### src/design/tgf_pkg.sv
// ----------------------------------------------------------------------------
// tgf_pkg
// Shared types, operation codes and the 6x8 font table of the text glyph
// framebuffer.
// ----------------------------------------------------------------------------
package tgf_pkg;

   localparam int DEFAULT_DISPLAY_WIDTH = 128;
   localparam int DEFAULT_DISPLAY_PAGES = 8;

   localparam logic [7:0] GLYPH_FIRST = 8'h20;
   localparam logic [7:0] GLYPH_LAST  = 8'h7E;
   localparam int         GLYPH_COLS  = 6;
   localparam int         GLYPH_COUNT = 95;
   localparam int         GLYPH_DRAWN = 5;

   typedef enum logic [1:0] {
      OP_DRAW  = 2'd0,
      OP_CLEAR = 2'd1,
      OP_READ  = 2'd2,
      OP_NONE  = 2'd3
   } op_type;

   localparam logic CSR_READY_INDEX = 1'b0;

   typedef struct packed {
      logic [1:0] operation;
      logic [7:0] page;
      logic [7:0] column;
      logic [7:0] character;
   } req_type;

   typedef struct packed {
      logic [7:0] next_column;
      logic [7:0] read_byte;
   } rsp_type;

   // controller to datapath
   typedef struct packed {
      logic load;
      logic clear_en;
      logic draw_en;
      logic read_en;
   } cmd_type;

   // datapath to controller
   typedef struct packed {
      op_type op;
      logic   draw_ok;
      logic   sweep_last;
      logic   step_last;
   } stat_type;

   // five drawn columns per glyph, leftmost column in the top byte
   localparam logic [39:0] GLYPH_ROM [GLYPH_COUNT] = '{
      40'h0000000000, 40'h00005F0000, 40'h0007000700,
      40'h147F147F14, 40'h242A7F2A12, 40'h2313086462,
      40'h3649552250, 40'h0005030000, 40'h001C224100,
      40'h0041221C00, 40'h082A1C2A08, 40'h08083E0808,
      40'h0050300000, 40'h0808080808, 40'h0060600000,
      40'h2010080402, 40'h3E5149453E, 40'h00427F4000,
      40'h4261514946, 40'h2141454B31, 40'h1814127F10,
      40'h2745454539, 40'h3C4A494930, 40'h0171090503,
      40'h3649494936, 40'h064949291E, 40'h0036360000,
      40'h0056360000, 40'h0008142241, 40'h1414141414,
      40'h4122140800, 40'h0201510906, 40'h324979413E,
      40'h7E1111117E, 40'h7F49494936, 40'h3E41414122,
      40'h7F4141221C, 40'h7F49494941, 40'h7F09090101,
      40'h3E41415132, 40'h7F0808087F, 40'h00417F4100,
      40'h2040413F01, 40'h7F08142241, 40'h7F40404040,
      40'h7F0204027F, 40'h7F0408107F, 40'h3E4141413E,
      40'h7F09090906, 40'h3E4151215E, 40'h7F09192946,
      40'h4649494931, 40'h01017F0101, 40'h3F4040403F,
      40'h1F2040201F, 40'h7F2018207F, 40'h6314081463,
      40'h0304780403, 40'h6151494543, 40'h00007F4141,
      40'h0204081020, 40'h41417F0000, 40'h0402010204,
      40'h4040404040, 40'h0001020400, 40'h2054545478,
      40'h7F48444438, 40'h3844444420, 40'h384444487F,
      40'h3854545418, 40'h087E090102, 40'h081454543C,
      40'h7F08040478, 40'h00447D4000, 40'h2040443D00,
      40'h007F102844, 40'h00417F4000, 40'h7C04180478,
      40'h7C08040478, 40'h3844444438, 40'h7C14141408,
      40'h081414187C, 40'h7C08040408, 40'h4854545420,
      40'h043F444020, 40'h3C4040207C, 40'h1C2040201C,
      40'h3C4030403C, 40'h4428102844, 40'h0C5050503C,
      40'h4464544C44, 40'h0008364100, 40'h00007F0000,
      40'h0041360800, 40'h08082A1C08
   };

   // column byte of a glyph; codes outside the printable range draw as space
   function automatic logic [7:0] glyph_column(input logic [7:0] code,
                                               input logic [2:0] idx);
      logic [7:0]  g;
      logic [39:0] row;
      logic [7:0]  col_byte;
      if (code < GLYPH_FIRST || code > GLYPH_LAST) begin
         g = 8'd0;
      end else begin
         g = code - GLYPH_FIRST;
      end
      row = GLYPH_ROM[g[6:0]];
      if (idx >= 3'(GLYPH_DRAWN)) begin
         col_byte = 8'h00;
      end else begin
         col_byte = row[39 - 8 * idx -: 8];
      end
      return col_byte;
   endfunction

endpackage

### src/design/tgf_ctrl.sv
// ----------------------------------------------------------------------------
// tgf_ctrl
// Sequencer of the text glyph framebuffer: clearing sweeps, glyph writes,
// byte reads and the result strobe.
// ----------------------------------------------------------------------------
module tgf_ctrl (
   input  logic              clock,
   input  logic              reset,
   input  logic              start,
   output logic              busy,
   output logic              rsp_valid,
   output tgf_pkg::cmd_type  cmd,
   input  tgf_pkg::stat_type stat
);

   typedef enum logic [2:0] {
      S_INIT,
      S_IDLE,
      S_DECODE,
      S_DRAW,
      S_CLEAR
   } state_type;

   state_type state_ff, state_in;
   logic      busy_ff, busy_in;
   logic      rsp_valid_ff, rsp_valid_in;

   always_comb begin
      state_in     = state_ff;
      rsp_valid_in = 1'b0;
      cmd          = '0;
      unique case (state_ff)
         S_INIT: begin
            cmd.clear_en = 1'b1;
            if (stat.sweep_last) begin
               state_in = S_IDLE;
            end
         end
         S_IDLE: begin
            if (start) begin
               cmd.load = 1'b1;
               state_in = S_DECODE;
            end
         end
         S_DECODE: begin
            unique case (stat.op)
               tgf_pkg::OP_DRAW: begin
                  if (stat.draw_ok) begin
                     state_in = S_DRAW;
                  end else begin
                     state_in     = S_IDLE;
                     rsp_valid_in = 1'b1;
                  end
               end
               tgf_pkg::OP_CLEAR: begin
                  state_in = S_CLEAR;
               end
               tgf_pkg::OP_READ: begin
                  // memory data lands at this edge
                  cmd.read_en  = 1'b1;
                  state_in     = S_IDLE;
                  rsp_valid_in = 1'b1;
               end
               default: begin
                  state_in     = S_IDLE;
                  rsp_valid_in = 1'b1;
               end
            endcase
         end
         S_DRAW: begin
            cmd.draw_en = 1'b1;
            if (stat.step_last) begin
               state_in     = S_IDLE;
               rsp_valid_in = 1'b1;
            end
         end
         S_CLEAR: begin
            cmd.clear_en = 1'b1;
            if (stat.sweep_last) begin
               state_in     = S_IDLE;
               rsp_valid_in = 1'b1;
            end
         end
         default: begin
            state_in = S_IDLE;
         end
      endcase
      busy_in = (state_in != S_IDLE);
   end

   always_ff @(posedge clock) begin
      if (reset) begin
         state_ff     <= S_INIT;
         busy_ff      <= 1'b1;
         rsp_valid_ff <= 1'b0;
      end else begin
         state_ff     <= state_in;
         busy_ff      <= busy_in;
         rsp_valid_ff <= rsp_valid_in;
      end
   end

   assign busy      = busy_ff;
   assign rsp_valid = rsp_valid_ff;

`ifndef SYNTHESIS
   a_strobe_single: assert property (@(posedge clock) disable iff (reset)
      rsp_valid_ff |=> !rsp_valid_ff)
      else $error("result strobe held for two cycles");

   a_accept_busy: assert property (@(posedge clock) disable iff (reset)
      (start && !busy_ff) |=> busy_ff)
      else $error("accepted word did not raise busy");

   a_idle_no_write: assert property (@(posedge clock) disable iff (reset)
      !busy_ff |-> !(cmd.clear_en || cmd.draw_en))
      else $error("memory write while idle");

   a_busy_matches_state: assert property (@(posedge clock) disable iff (reset)
      busy_ff == (state_ff != S_IDLE))
      else $error("busy out of step with state");
`endif

endmodule

### config.mk
export PLATFORM = sky130hd
export DESIGN_NAME = tgf_ctrl
export DESIGN_NICKNAME = d
export VERILOG_FILES = /design/src/design/tgf_pkg.sv /design/src/design/tgf_ctrl.sv
export SDC_FILE = /design/constraint.sdc
export NUM_CORES = 1
export LEC_CHECK = 0
export BUFFER_PORTS_ARGS = -buffer_cell sky130_fd_sc_hd__buf_4
export CORE_AREA = 2 2 39 41
export DETAILED_ROUTE_END_ITERATION = 12
export DIE_AREA = 0 0 41 43
export GPL_ROUTABILITY_DRIVEN = 0
export MAX_ROUTING_LAYER = met4
export PLACE_DENSITY_LB_ADDON = 0.1
export SYNTH_ARGS = -nofsm -noshare
export SYNTH_HDL_FRONTEND = slang
export SYNTH_SLANG_ARGS = --single-unit
### constraint.sdc
create_clock -name clock -period 2.5 [get_ports clock]
set_clock_uncertainty 0.15 [all_clocks]
set_input_delay 0.25 -clock clock [delete_from_list [all_inputs] [get_ports clock]]
set_output_delay 0.25 -clock clock [all_outputs]
set_load 0.03 [all_outputs]
======== After elaboration in Yosys (flattened, before gate mapping) ========
Cells that the tools add are included.
operators by class
  equal/unequal tests ..................... 7
  reduce and logical (&&, ||, !) cells .... 3
  muxes and demuxes ....................... 17
operators with widths
  cell                                                    count
  case mux 3 bit (4 select lines)                         1
  two-way mux 1 bit                                       9
  two-way mux 3 bit                                       3
  == test 3 x 2 -> 1 bit (second input constant)          2
  case mux 3 bit (2 select lines)                         1
  == test 3 x 1 -> 1 bit (second input constant)          1
  == test 3 bit (second input constant)                   1
  zero test 3 bit                                         1
  inequality test 3 x 1 -> 1 bit (second input constant)  1
  case mux 1 bit (3 select lines)                         1
  == test 2 x 1 -> 1 bit (second input constant)          1
  == test 2 bit (second input constant)                   1
  zero test 2 bit                                         1
  two-way mux 2 bit                                       1
  case mux 1 bit (2 select lines)                         1
  OR reduction 2 bit                                      1
word-level totals
  register bits after elaboration ......... 5
  output and inout bits ................... 6
  logic and storage cells ................. 30
  bits of input ports ..................... 8

======== Longest topological paths before layout ========
  depth in word-level cells ............... 4
  depth in mapped cells ................... 4
  mapped depth without buffers ............ 4

======== Worst setup path before layout ========
OpenSTA, ideal clock, no wires.
  path kind ............................... reg-to-output
  from .................................... register state_ff[1]
  to ...................................... output cmd[0] in the netlist's numbering
  stages on the path, launching flop included .. 3
  setup slack ............................. 416 ps
  buffers on the path ..................... 0
  data arrival time ....................... 1,684 ps
  data required time ...................... 2,100 ps
  cells stage by stage .................... dfxtp_1 -> or2b_1 -> nor4b_1
RTL lines
  what                      line            RTL
  start: declaration        tgf_ctrl.sv:24  state_type state_ff, state_in;
  start signal: assignment  tgf_ctrl.sv:97  state_ff <= state_in;
  end: declaration          tgf_ctrl.sv:12  output tgf_pkg::cmd_type cmd,

==> results.toml <==
[final_layout]
area_delta_synth_final_pct = 56.4
antenna_cells = 0
stdcell_count = 66
layout_commonest_cell = "buf_4"
final_cell_mix = "13 x buf_4, 7 x nor2_1, 5 x dfxtp_1, 3 x nor3_1, 3 x clkbuf_4"
drive_gt1_share_pct = 36.0
final_nets = 59
fill_cells = 161

[floorplanning]
num_io_pins = 14
die_width_um = 41
die-height_um = 43
coreArea_mm2 = 0.00138
dieArea_mm2 = 0.00176
rows = 14
start_util_pct = 18.4

[yosys]
ys_ff_latch = 5
syn_area_um2 = 255
ys_seq_area_share_pct = 39.2
ys_types = 18
syn_nets = 41
yosysTopAreaCell = "dfxtp_1"
syn_inst = 33
yosysTopAreaCellShare_pct = 39.2
ys_warn_count = 0
postSynthAreaPerCell_um2 = 7.73
yosys-top-cells-area = "dfxtp_1 39%, nor2_1 10%, nor3_1 5.9%"

[power]
p_leak_nw = 0.169
power_density_mw_per_mm2 = 572
max-vdd-ir-drop_mv = 0.160

[timing]
finalSetupTns_ns = 0
finalSetupViolations = 0
min_period_ns = 1.80
hold_violations = 0
whs_ns = 0.0509
rsz0062_at_grt = "false"
worst_pin_slew_ns = 0.332
drv_slew = 0
slew_headroom_pct = 77.9
fin_crit_sh_pct = 72.1
max_freq_ghz = 0.555

[routing]
via_per_inst = 4.58
ant_nets = 0
wl_per_cell_um = 9.74
via_count = 302
wl_um = 643
first_pass_iters = 4
drc = 0
first_iter_violations = 2

[hold_path]
hold_depth = 2
hp-class = "in -> reg"
worstHoldEndpoint = "rsp_valid"
hp-start = "reset"

[outcome]
status = "complete, no violations"

[global_route]
grt_pass1_wl_um = 1010
grt_usage_pct = 9.27
grt_max_degree = 8
gr-total-overflow = 0
first_global_vias = 254
grt_antenna_before_repair = 0

[run]
max_cap_viol_count = 0

[cts]
post-cts-setup-buffers = 0
cts_resized = 0
insertion_delay_ns = 0.23
clk_pin_slew_ns = 0.04
postCtsHoldBufs = 0
cts_sinks = 5
cts.htree.levels = 1
cts_tree = "yes"
clock-root-buffer = "clkbuf_4"
clk_path_buf_depth = 2
cts_buffers = 3

[placed_design]
dp.cells = 62
port-buffer-count = 13

[worst_setup_path]
crit_fanout = 7
critPathLaunchType = "flop"
arrival_ns = 1.40
crit_required_ns = 2.10
r2r_end = "busy"
r2r_start = "state_ff[2]"
r2r_cells = 4
endpoint_kind = "primary output"
r2r_slack_ns = 1.11
critPathKind = "reg -> out"
## critical path, cell delays in order, from the launching register on
cell and delay (ns):
dfxtp_1 0.43, or2b_1 0.28, nor4b_1 0.25, buf_4 0.21
## metal layers
metal | routed length [um] | up-vias | global-route usage (%)
li1 | - | 156 | -
met1 | 281 | 129 | 9.68
met2 | 282 | 17 | 11.9
met3 | 79 | 0 | 6.81
met4 | 0 | 0 | 6.00
met5 | 0 | - | -
## where the power goes
group	switching, mW	leakage, nW	total [mW]	internal, mW
logic	0.0270	0.113	0.0496	0.0227
clock network	0.0294	0.0150	0.0895	0.0601
registers	0.00448	0.0410	0.0892	0.0847
## stage by stage
stage               power, mW  area (um^2)  setup slack (ns)  utilization, %
finish                  0.228          399             0.698            28.8
global route            0.248          399             0.561            28.8
CTS                     0.234          399             0.668            28.8
detailed placement      0.141          373             0.945            26.9
global placement        0.141          373             0.962            26.9
floorplan               0.117          255             0.416               -
## cell usage after synthesis
cell      number
nor2_1         7
nand2b_1       1
nor3b_1        1
dfxtp_1        5
nor2b_1        1
nand3_1        1
a221oi_1       1
or2b_1         2
nor4b_1        1
a21oi_1        2
o22ai_1        1
inv_1          1
nor3_1         3
or4_1          1
or2b_2         1
inv_2          1
nand2_1        1
a31oi_1        2
## worst max-delay path by stage
stage                            from     end  slack, ns
after detailed placement  state_ff[1]  cmd[0]       0.94
after global routing      state_ff[1]  cmd[0]       0.56
after CTS                 state_ff[1]  cmd[0]       0.67
final                     state_ff[1]  cmd[0]       0.70
after floorplan           state_ff[1]  cmd[0]       0.42
after global placement    state_ff[1]  cmd[0]       0.96
## final cells by class
cell class              instances  area, um^2  area share (%)
clock buffers                   4        26.3            6.58
inverters                       2        7.51            1.88
multi-input cells              26         148            37.0
flip-flops and latches          5         100            25.1
well taps                      16        20.0            5.02
repair buffers                 13        97.6            24.5
## registers in the layout, indices dropped and copies added (netlist names)
name and cells:
rsp_valid 1, state_ff 3, busy 1
## logic make-up (layout without fill, tap and decap cells)
group           count (synthesis)  after routing  share of synthesized area [%]
simple gates                   20             20                           43.1
flops                           5              5                           39.2
buf+inv                         2             19                           2.94
compound gates                  6              6                           14.7
(Power assumes the default switching activity.)
